--- config.mk ---
export PLATFORM = sky130hd
export DESIGN_NAME = lpm_cell
export DESIGN_NICKNAME = d
export VERILOG_FILES = /design/src/hdl/lpm_pkg.sv /design/src/hdl/lpm_cell.sv
export SDC_FILE = /design/constraint.sdc
export NUM_CORES = 1
export LEC_CHECK = 0
export ABC_CLOCK_PERIOD_IN_PS = 4400
export BUFFER_PORTS_ARGS = -buffer_cell sky130_fd_sc_hd__buf_2
export CELL_PAD_IN_SITES_DETAIL_PLACEMENT = 1
export CELL_PAD_IN_SITES_GLOBAL_PLACEMENT = 1
export CORE_ASPECT_RATIO = 1.2
export CORE_UTILIZATION = 36
export CTS_CLUSTER_SIZE = 20
export DETAILED_ROUTE_END_ITERATION = 8
export PLACE_DENSITY = 0.91
export SLEW_MARGIN = 10
export SYNTH_ARGS = -nofsm -noshare
export SYNTH_HDL_FRONTEND = slang
export SYNTH_SLANG_ARGS = --single-unit
--- constraint.sdc ---
create_clock -name clk_i -period 4.4 [get_ports clk_i]
set_input_delay 0.22 -clock clk_i [delete_from_list [all_inputs] [get_ports clk_i]]
set_output_delay 0.22 -clock clk_i [all_outputs]
set_load 0.02 [all_outputs]
--- src/hdl/lpm_pkg.sv ---
// types and constants shared by the route table modules
`timescale 1ns / 1ps

package lpm_pkg;

  localparam int unsigned AddrW         = 32;
  localparam int unsigned LenW          = 6;
  localparam int unsigned IfaceW        = 4;
  localparam int unsigned TtlW          = 8;
  localparam int unsigned TableDepthDef = 64;
  localparam logic [LenW-1:0] MaxLen    = LenW'(32);

  typedef enum logic [2:0] {
    StAdded   = 3'd0,
    StForward = 3'd1,
    StDropTtl = 3'd2,
    StNoRoute = 3'd3,
    StFull    = 3'd4
  } status_e;

  typedef enum logic {
    FsmIdle,
    FsmSearch
  } state_e;

  typedef struct packed {
    logic              mode;
    logic [AddrW-1:0]  route_prefix_in;
    logic [LenW-1:0]   prefix_len_in;
    logic              hop_valid_in;
    logic [AddrW-1:0]  hop_addr_in;
    logic [IfaceW-1:0] iface_in;
    logic [AddrW-1:0]  dest_addr;
    logic [TtlW-1:0]   ttl_in;
  } cmd_t;

  typedef struct packed {
    status_e           status;
    logic [TtlW-1:0]   ttl_out;
    logic [AddrW-1:0]  next_hop_out;
    logic [IfaceW-1:0] iface_out;
  } result_t;

  // one stored route
  typedef struct packed {
    logic [AddrW-1:0]  prefix;
    logic [LenW-1:0]   len;
    logic              hop_valid;
    logic [AddrW-1:0]  hop;
    logic [IfaceW-1:0] iface;
  } route_t;

  // lookup token walking down the cell row
  typedef struct packed {
    logic [AddrW-1:0]  dst;
    logic [TtlW-1:0]   ttl;
    logic              have_best;
    logic [LenW-1:0]   best_len;
    logic              best_hop_valid;
    logic [AddrW-1:0]  best_hop;
    logic [IfaceW-1:0] best_iface;
    logic              have_def;
    logic              def_hop_valid;
    logic [AddrW-1:0]  def_hop;
    logic [IfaceW-1:0] def_iface;
  } token_t;

endpackage

--- src/hdl/lpm_cell.sv ---
// one route table slot that updates the passing lookup token
`timescale 1ns / 1ps

module lpm_cell import lpm_pkg::*; #(
  parameter int unsigned IdxW    = 6,
  parameter int unsigned CellIdx = 0
) (
  input  logic            clk_i,
  input  logic            rst_ni,
  input  logic            wr_en_i,
  input  logic [IdxW-1:0] wr_idx_i,
  input  route_t          wr_route_i,
  input  logic            tok_vld_i,
  input  token_t          tok_i,
  output logic            tok_vld_o,
  output token_t          tok_o
);

  function automatic logic [AddrW-1:0] len_mask(input logic [LenW-1:0] len);
    logic [AddrW-1:0] m;
    if (len == '0) begin
      m = '0;
    end else if (len >= MaxLen) begin
      m = '1;
    end else begin
      m = {AddrW{1'b1}} << (MaxLen - len);
    end
    return m;
  endfunction

  logic   ent_vld_q;
  route_t ent_q;
  logic   tok_vld_q;
  token_t tok_q, tok_d;
  logic   hit;

  always_ff @(posedge clk_i or negedge rst_ni) begin
    if (!rst_ni) begin
      ent_vld_q <= 1'b0;
    end else if (wr_en_i && wr_idx_i == IdxW'(CellIdx)) begin
      ent_vld_q <= 1'b1;
    end
  end

  always_ff @(posedge clk_i) begin
    if (wr_en_i && wr_idx_i == IdxW'(CellIdx)) begin
      ent_q <= wr_route_i;
    end
  end

  assign hit = ((ent_q.prefix ^ tok_i.dst) & len_mask(ent_q.len)) == '0;

  always_comb begin
    tok_d = tok_i;
    if (ent_vld_q) begin
      if (ent_q.len == '0) begin
        // later default routes replace earlier ones
        tok_d.have_def      = 1'b1;
        tok_d.def_hop_valid = ent_q.hop_valid;
        tok_d.def_hop       = ent_q.hop;
        tok_d.def_iface     = ent_q.iface;
      end else if (hit && ent_q.len > tok_i.best_len) begin
        // strictly longer only, so the first of equal length stays
        tok_d.have_best      = 1'b1;
        tok_d.best_len       = ent_q.len;
        tok_d.best_hop_valid = ent_q.hop_valid;
        tok_d.best_hop       = ent_q.hop;
        tok_d.best_iface     = ent_q.iface;
      end
    end
  end

  always_ff @(posedge clk_i or negedge rst_ni) begin
    if (!rst_ni) begin
      tok_vld_q <= 1'b0;
    end else begin
      tok_vld_q <= tok_vld_i;
    end
  end

  always_ff @(posedge clk_i) begin
    tok_q <= tok_d;
  end

  assign tok_vld_o = tok_vld_q;
  assign tok_o     = tok_q;

endmodule

==> results.cfg, run 1 <==
[placement]
detailedPlacementHpwl_um = 16000
portBuffers = 329
placedInstanceArea_um2 = 8930
globalplace.congestion = 0.859
placed_cells_incl_taps = 1027

[min_path]
holdCritStartpoint = tok_i[49]
min-delay-path-class = in2reg

[floorplan]
floorplan.die_area_um2 = 20000
core-area_um2 = 18900
die_w_um = 129
std_cell_rows = 55
num_ports = 330
effective_utilization_at_floorplan_pct = 37.0
die_height_um = 155

[sta]
timing.final.max_slew_violations = 0
layout_min_cycle_time_ns = 3.78
final_hold_vio_count = 0
clock-skew-final_ns = 0.0206
final-setup-viol-count = 0
relSlewSlack_pct = 25.8
final_hold_slack_ns = 0.0137
worst-slew-pin-transition_ns = 1.11
totalNegativeSetupSlack_ns = 0
fmax_ghz = 0.265
post-route-period-util_pct = 85.9
rsz_0062_raised_after_global_routing = no

[detailed_routing]
via_count = 5893
drcViolationCount = 0
drt_iter0_drc = 251
avgRoutedWirePerCell_um = 21.9
drt-vias-per-instance = 4.85
routed_wirelength_um = 26600
dr.pass1.iters = 4
ant_nets = 0

[logic_synthesis]
synth_async_sr_flop_share_pct = 1.01
synth_edf_count = 75
synth_cells = 452
synth-warning-count = 0
syn_nets = 669
synth.lib_cells_used.distinct = 55
synth-main-ff-cell = dfxtp_1
postSynthRegisterBits = 199
mapped_area_um2 = 7000
avgSynthCellArea_um2 = 15.5
synth.yosys.seq_area_share_pct = 67.8

[global_route]
grt.total_usage_pct = 26.6
via_count_of_the_first_global_routing_pass = 6746
grt_max_degree = 77
globalRouteMet2Util_pct = 49.7
grt_use_met3_pct = 6.64
grt_antenna_before_repair = 4
global_route.overflow_total = 0
grtUsageMet1_pct = 25.7
grt_first_pass_wirelength_um = 38100
grt_busiest_layer = met2

[clock_network]
clkLatencyLatePin_ns = 0.44
cts_sinks = 199
clk_path_buf_depth = 2
cts_htree_levels = 4
clock_tree_from_tritoncts = built
cts_setup_buffers = 0
clock_transition_time_at_the_flip_flop_clock_pins_of_the_worst_setup_and_hold_paths_ns = 0.08
cts_buffers = 17
clock-root-buffer = clkbuf_16

[run]
drv_cap = 0

[finish]
fin_area_um2 = 11100
final_cell_mix = buf_2, dlygate4sd3_1, dfxtp_1
multi_input_comb_area_um2 = 2140
nFillCells = 1948
final_core_util_pct = 58.5
seqCellArea_um2 = 4740
syn_to_final_growth_pct = 58.3
final-instance-count-excl-fill = 1216
drive_gt1_share_pct = 46.5
commonest_non_fill_non_tap_cell_in_the_layout = buf_2
nets = 1160

[power_and_ir_drop]
power.share.switching_pct = 25.6
total_leakage_power_nw = 4.82
worst_ir_drop_on_vdd_mv = 0.304
switching_power_mw = 1.04
cellPowerDensity_nw_per_um2 = 367
power.share.combinational_pct = 11.6
internal_power_mw = 3.02
relative_contribution_of_sequential_cells_to_total_power_pct = 49.2
clkPwrFrac_pct = 39.2

[critical_path]
crit_fanout = 30
worst_setup_path_end_kind = flip-flop
cp.required_ns = 4.72
critical_path.reg2reg.startpoint = ent_q[38]$_DFFE_PP_
start_kind = flip-flop
crit_type = reg2reg
critPathLaunch = ent_q[38]$_DFFE_PP_
cp.arrival_ns = 4.10

[outcome]
outcome = complete, no violations
## registers in the layout (all words and copies together), names as in the netlist
signal and count:
ent_q 75, ent_vld_q 1, tok_o 122, tok_vld_o 1
## repair_timing
item                                    in CTS  in global routing
hold buffers                               147                  6
gates resized for setup                      0                  0
hold endpoints to repair                   148                  6
endpoints found under the setup margin       0                  0
## kinds of logic (layout without fill, tap and decap cells)
| family | after synthesis | in the layout | share of synthesized area [%] |
|---|---|---|---|
| compound gates | 47 | 47 | 5.26 |
| xor+xnor | 35 | 35 | 4.38 |
| fa+ha+maj | 10 | 10 | 1.79 |
| buf+inv | 25 | 529 | 1.82 |
| flops | 199 | 199 | 67.8 |
| mux | 80 | 80 | 14.5 |
| other cells | 0 | 4 | 0 |
| simple gates | 56 | 56 | 4.47 |
## metrics by stage
step                      worst slack, ns  power, mW
after floorplan                     0.642       2.19
after global placement              0.832       2.37
after detailed placement            0.755       2.38
after CTS                           0.701       4.05
after global routing                0.321       4.19
final                               0.619       4.07
## per-layer routing
metal / vias to the layer above / share of wire, %
li1: 2633 / -
met1: 2855 / 34
met2: 325 / 55
met3: 80 / 6.3
met4: 0 / 4.7
met5: - / 0
## power by group through the flow
stage          Sequential [mW]  Clock (mW)  Combinational [mW]
2_1_floorplan             2.11           0              0.0785
3_3_place_gp              2.03           0               0.332
3_5_place_dp              2.04           0               0.344
4_1_cts                   2.00        1.60               0.450
5_1_grt                   2.00        1.69               0.496
6_report                  2.00        1.60               0.470
## worst paths after layout
path	end	slack [ns]	depth (start not counted)
max in group asynchronous	tok_vld_o$_DFF_PN0_	4.14	2
hold / removal	tok_o[49]$_DFF_P_	0.01	2
setup reg to reg	tok_o[38]$_DFF_P_	0.62	10
min in group asynchronous	ent_vld_q$_DFFE_PN0P_	0.15	2
hold reg to reg	tok_o[17]$_DFF_P_	0.50	1
setup / recovery	tok_o[38]$_DFF_P_	0.62	10
## final cells by class
type	count	area share [%]
Antenna cell	4	0.0904
Clock buffer	19	4.10
Sequential cell	199	42.8
Inverter	11	0.373
Multi-Input combinational cell	228	19.4
Timing Repair Buffer	486	29.0
Clock inverter	13	1.39
Tap cell	256	2.89
## cell usage after synthesis (3+ instances only)
library cell | count | share of area [%]
nand4_1 | 6 | 0.54
nor4_1 | 4 | 0.36
xnor2_1 | 16 | 2.0
o211ai_1 | 5 | 0.54
clkbuf_1 | 5 | 0.27
edfxtp_1 | 75 | 32
mux2_1 | 5 | 0.80
buf_6 | 4 | 0.64
nand3_1 | 6 | 0.43
dfxtp_1 | 122 | 35
inv_1 | 10 | 0.54
a22oi_1 | 6 | 0.64
buf_2 | 3 | 0.21
nand2_1 | 9 | 0.48
or3_1 | 3 | 0.27
nand2b_1 | 4 | 0.36
nor2_1 | 6 | 0.32
a21oi_1 | 8 | 0.57
ha_1 | 10 | 1.8
nor2b_1 | 5 | 0.45
mux2_2 | 43 | 6.9
o21ai_0 | 4 | 0.29
xor2_1 | 19 | 2.4
nor3_1 | 4 | 0.29
or2_2 | 3 | 0.27
mux2_4 | 30 | 6.4
## worst max-delay path, stage by stage (launching register included)
cell	delay [ns]
edfxtp_1	0.48
inv_1	0.19
ha_1	0.44
nor3b_1	0.41
xnor2_1	0.28
nor2b_1	0.09
o41ai_1	0.35
nand4_1	0.21
a211oi_4	0.30
buf_4	0.50
mux2_2	0.40
Power figures use the tool's default switching activity.
==> run 2: changes to the inputs <==
--- a/config.mk
+++ b/config.mk
@@ -10,11 +10,10 @@
 export CELL_PAD_IN_SITES_DETAIL_PLACEMENT = 1
 export CELL_PAD_IN_SITES_GLOBAL_PLACEMENT = 1
 export CORE_ASPECT_RATIO = 1.2
-export CORE_UTILIZATION = 36
+export CORE_UTILIZATION = 30
 export CTS_CLUSTER_SIZE = 20
 export DETAILED_ROUTE_END_ITERATION = 8
-export PLACE_DENSITY = 0.91
-export SLEW_MARGIN = 10
+export PLACE_DENSITY = 0.8
 export SYNTH_ARGS = -nofsm -noshare
 export SYNTH_HDL_FRONTEND = slang
 export SYNTH_SLANG_ARGS = --single-unit
==> constraint.sdc (replaced) <==
create_clock -name clk_i -period 4.4 [get_ports clk_i]
set_input_delay 0.66 -clock clk_i [delete_from_list [all_inputs] [get_ports clk_i]]
set_output_delay 0.66 -clock clk_i [all_outputs]
set_load 0.02 [all_outputs]
==> results.cfg, run 2 (synthesized netlist as in run 1, its figures left out) <==
[min_path]
min-delay-path-class = in2reg

[sta]
final-setup-viol-count = 0
fmax_ghz = 0.279
layout_min_cycle_time_ns = 3.58
post-route-period-util_pct = 81.4
final_hold_vio_count = 0
totalNegativeSetupSlack_ns = 0
clock-skew-final_ns = 0.0128
worst-slew-pin-transition_ns = 0.809
rsz_0062_raised_after_global_routing = no
setup_slack_ns = 0.819
timing.final.max_slew_violations = 0
relSlewSlack_pct = 45.3

[critical_path]
crit_type = reg2reg
cp.required_ns = 4.72
worst_setup_path_end_kind = flip-flop
start_kind = flip-flop
crit_fanout = 44
cp.arrival_ns = 3.90

[finish]
nFillCells = 2461
nets = 1007
commonest_non_fill_non_tap_cell_in_the_layout = buf_2
syn_to_final_growth_pct = 37.6
drive_gt1_share_pct = 55.3
largest_reg_flops = 122
final_cell_mix = buf_2, dfxtp_1, edfxtp_1

[clock_network]
cts-hold-fix-buffers = 1
post_cts_resize_count = 0
cts_buffers = 17
clock_transition_time_at_the_flip_flop_clock_pins_of_the_worst_setup_and_hold_paths_ns = 0.08
cts_setup_buffers = 0
clock-root-buffer = clkbuf_16
cts_htree_levels = 4
cts_sinks = 199
clk_path_buf_depth = 2
clkLatencyLatePin_ns = 0.43
clock_tree_from_tritoncts = built

[placement]
detailedPlacementHpwl_um = 15200
globalplace.congestion = 0.866
portBuffers = 329
dp_worst_setup_slack_ns = 0.849

[power_and_ir_drop]
total_leakage_power_nw = 4.19
cellPowerDensity_nw_per_um2 = 407
worst_ir_drop_on_vdd_mv = 0.251

[floorplan]
die_height_um = 169
core-area_um2 = 22700
floorplan.die_area_um2 = 23900
std_cell_rows = 60
effective_utilization_at_floorplan_pct = 30.9
die_w_um = 141
num_ports = 330

[outcome]
outcome = complete, no violations

[global_route]
grt_max_degree = 77
grt_antenna_before_repair = 1
grt_first_pass_wirelength_um = 28900
via_count_of_the_first_global_routing_pass = 5294
grt.total_usage_pct = 16.3
global_route.overflow_total = 0

[detailed_routing]
dr.pass1.iters = 4
drt_iter0_drc = 198
routed_wirelength_um = 19700
avgRoutedWirePerCell_um = 17.7
ant_nets = 0
drcViolationCount = 0
via_count = 4942
drt-vias-per-instance = 4.44

[run]
drv_cap = 0
==> run 2: final cells by class <==
| class | instances | area (µm²) | share of cell area [%] |
|---|---|---|---|
| multi-input cells | 228 | 2140 | 22.3 |
| clock inverters | 14 | 175 | 1.82 |
| flip-flops and latches | 199 | 4740 | 49.3 |
| inverters | 11 | 41.3 | 0.429 |
| well taps | 310 | 388 | 4.03 |
| diodes | 1 | 2.50 | 0.0260 |
| clock buffers | 18 | 429 | 4.46 |
| repair buffers | 333 | 1700 | 17.7 |
==> run 2: final timing paths <==
path | from | end | slack (ns) | cells past startpoint
min | tok_i[83] | tok_o[83]$_DFF_P_ | 0.33 | 1
max in group asynchronous | rst_ni | ent_vld_q$_DFFE_PN0P_ | 3.73 | 2
max | ent_q[38]$_DFFE_PP_ | tok_o[38]$_DFF_P_ | 0.82 | 10
max reg2reg | ent_q[38]$_DFFE_PP_ | tok_o[38]$_DFF_P_ | 0.82 | 10
min in group asynchronous | rst_ni | tok_vld_o$_DFF_PN0_ | 0.56 | 2
min reg2reg | ent_q[36]$_DFFE_PP_ | tok_o[74]$_DFF_P_ | 0.50 | 1
==> run 2: stage by stage <==
stage | power [mW] | hold WS [ns] | instance area, µm² | utilization (%) | instances
3_3_place_gp | 2.37 | 0.457 | 9010 | 39.7 | 1080
6_report | 3.91 | 0.326 | 9630 | 42.5 | 1114
5_1_grt | 4.07 | 0.293 | 9630 | 42.5 | 1114
3_5_place_dp | 2.38 | 0.458 | 9010 | 39.7 | 1080
2_1_floorplan | 2.19 | 0.364 | 7010 | - | 452
4_1_cts | 3.97 | 0.298 | 9630 | 42.5 | 1113
==> run 2: per-layer routing <==
layer  up-vias  GRT usage (%)  share of wire, %
li1       2327              -                 -
met1      2362           16.5                37
met2       227           31.5                54
met3        26           4.88               7.2
met4         0           5.56               1.9
met5         -              0                 0
==> run 2: critical path, stage by stage, from the launching register on <==
cell,delay (ns)
edfxtp_1,0.48
inv_1,0.18
ha_1,0.44
nor3b_1,0.41
xnor2_1,0.27
nor2b_1,0.09
o41ai_1,0.30
nand4_1,0.21
a211oi_4,0.32
buf_12,0.32
mux2_2,0.38
==> run 2: report_power, final <==
part           total, mW  internal [mW]  switching [mW]
sequential          1.99           1.97          0.0195
combinational      0.337          0.160           0.177
clock               1.58          0.780           0.805
total               3.91           2.91            1.00
==> run 3: changes to the inputs <==
--- a/config.mk
+++ b/config.mk
@@ -5,7 +5,7 @@
 export SDC_FILE = /design/constraint.sdc
 export NUM_CORES = 1
 export LEC_CHECK = 0
-export ABC_CLOCK_PERIOD_IN_PS = 4400
+export ABC_CLOCK_PERIOD_IN_PS = 3500
 export BUFFER_PORTS_ARGS = -buffer_cell sky130_fd_sc_hd__buf_2
 export CELL_PAD_IN_SITES_DETAIL_PLACEMENT = 1
 export CELL_PAD_IN_SITES_GLOBAL_PLACEMENT = 1
==> constraint.sdc (replaced) <==
create_clock -name clk_i -period 3.5 [get_ports clk_i]
set_input_delay 0.525 -clock clk_i [delete_from_list [all_inputs] [get_ports clk_i]]
set_output_delay 0.525 -clock clk_i [all_outputs]
set_load 0.02 [all_outputs]
==> results.cfg, run 3 (synthesized netlist as in run 1, its figures left out) <==
[global_route]
grt.total_usage_pct = 16.3
global_route.overflow_total = 0
grt_max_degree = 45
via_count_of_the_first_global_routing_pass = 5349
grt_antenna_before_repair = 0
grt_first_pass_wirelength_um = 29000

[critical_path]
start_kind = flip-flop
crit_buf_inv = 2
crit_fanout = 22
crit_type = reg2reg
critical-path-slowest-cell = edfxtp_1
worst_setup_path_end_kind = flip-flop
cp.required_ns = 3.81
worstPathCellList = inv_1 -> ha_4 -> nor3b_2 -> xnor2_1 -> a31oi_1 -> o311ai_0 -> nand4_1 -> a211oi_4 -> clkbuf_16 -> mux2_2
kind_of_cell_with_the_highest_combined_delay_on_the_critical_path = compound AO/OA/AOI/OAI gates
cp.arrival_ns = 3.61
critical_path.max_stage_delay_ns = 0.39

[floorplan]
effective_utilization_at_floorplan_pct = 30.9
floorplan.die_area_um2 = 23900
die_w_um = 141
num_ports = 330
die_height_um = 169
core-area_um2 = 22700
std_cell_rows = 60

[placement]
placed_cells_incl_taps = 1085
detailedPlacementHpwl_um = 15300
portBuffers = 329
globalplace.congestion = 0.853

[finish]
nFillCells = 2495
seqCellArea_um2 = 4740
antenna_cells = 0
final_cell_mix = buf_2, dfxtp_1, edfxtp_1
nets = 1013
syn_to_final_growth_pct = 38.9
final-instance-count-excl-fill = 1119
commonest_non_fill_non_tap_cell_in_the_layout = buf_2
drive_gt1_share_pct = 55.9
largest_reg_flops = 122
multi_input_comb_area_um2 = 2160

[power_and_ir_drop]
total_leakage_power_nw = 4.23
cellPowerDensity_nw_per_um2 = 504
worst_ir_drop_on_vdd_mv = 0.312

[sta]
timing.final.max_slew_violations = 0
fmax_ghz = 0.303
worst-slew-pin-transition_ns = 0.795
final_hold_vio_count = 0
relSlewSlack_pct = 46.8
clock-skew-final_ns = 0.0140
post-route-period-util_pct = 94.2
final_hold_slack_ns = 0.195
final-setup-viol-count = 0
layout_min_cycle_time_ns = 3.30
rsz_0062_raised_after_global_routing = no

[run]
drv_cap = 0

[detailed_routing]
via_count = 4960
drcViolationCount = 0
drt_iter0_drc = 214
dr.pass1.iters = 4
routed_wirelength_um = 19800
drt-vias-per-instance = 4.43
ant_nets = 0
avgRoutedWirePerCell_um = 17.7

[clock_network]
clock_tree_from_tritoncts = built
cts_buffers = 17
clkLatencyLatePin_ns = 0.43
clock-root-buffer = clkbuf_16
clk_path_buf_depth = 2
cts_sinks = 199
clock_transition_time_at_the_flip_flop_clock_pins_of_the_worst_setup_and_hold_paths_ns = 0.08
cts_htree_levels = 4

[min_path]
min-delay-path-class = in2reg

[outcome]
outcome = complete, no violations
-- run 3: cell types whose count changed in the layout (fill, tap and decap cells not counted) --
cell | previous run | this run
or4b_2 | 1 | 0
buf_8 | 0 | 1
buf_4 | 1 | 5
ha_1 | 10 | 9
diode_2 | 1 | 0
ha_4 | 0 | 1
nor3b_2 | 0 | 1
nor3b_1 | 1 | 0
or4b_4 | 0 | 1
clkbuf_16 | 17 | 18
-- run 3: power breakdown --
| group | internal, mW | switching, mW |
|---|---|---|
| sequential | 2.48 | 0.0238 |
| clock | 0.980 | 0.993 |
| combinational | 0.202 | 0.221 |
-- run 3: worst paths after layout --
path                                     startpoint                     to  slack, ns  cells after the start
min in group asynchronous                    rst_ni  ent_vld_q$_DFFE_PN0P_       0.43                      2
worst max-delay path            ent_q[38]$_DFFE_PP_      tok_o[39]$_DFF_P_       0.20                     10
worst min register to register  ent_q[34]$_DFFE_PP_      tok_o[72]$_DFF_P_       0.49                      1
worst max register to register  ent_q[38]$_DFFE_PP_      tok_o[39]$_DFF_P_       0.20                     10
worst min-delay path                      tok_i[86]      tok_o[86]$_DFF_P_       0.20                      1
max in group asynchronous                    rst_ni    tok_vld_o$_DFF_PN0_       2.94                      2
-- run 3: per-stage QoR --
stage / area (µm²) / worst slack (ns) / setup TNS, ns / util, % / power, mW
6_report: 9720 / 0.203 / 0 / 42.9 / 4.90
5_1_grt: 9720 / 0.0194 / 0 / 42.9 / 5.11
4_1_cts: 9680 / 0.0537 / 0 / 42.7 / 4.98
3_5_place_dp: 9060 / -0.0167 / -0.0468 / 40.0 / 2.99
3_3_place_gp: 9060 / 0.161 / 0 / 40.0 / 2.97
2_1_floorplan: 7010 / -0.468 / -35.51 / - / 2.75
-- run 3: per-layer routing --
metal,track usage (%),share of wire [%]
met1,16.6,37
met2,31.3,54
met3,4.88,7.1
met4,5.66,1.9
met5,0,0
-- run 3: area by class of cell --
type | count | area share [%]
multi-input combinational | 228 | 22.3
inverter | 11 | 0.425
clock inverter | 14 | 1.80
sequential | 199 | 48.8
timing repair buffer | 339 | 18.3
tap | 310 | 3.99
clock buffer | 18 | 4.42
-- run 3: what timing repair did --
action,CTS,global route
endpoints found under the hold margin,2,0
endpoints found under the setup margin,13,43
cloned,0,1
pin swaps,0,1
hold buffers,1,0
gates resized for setup,1,5
setup buffers,0,0
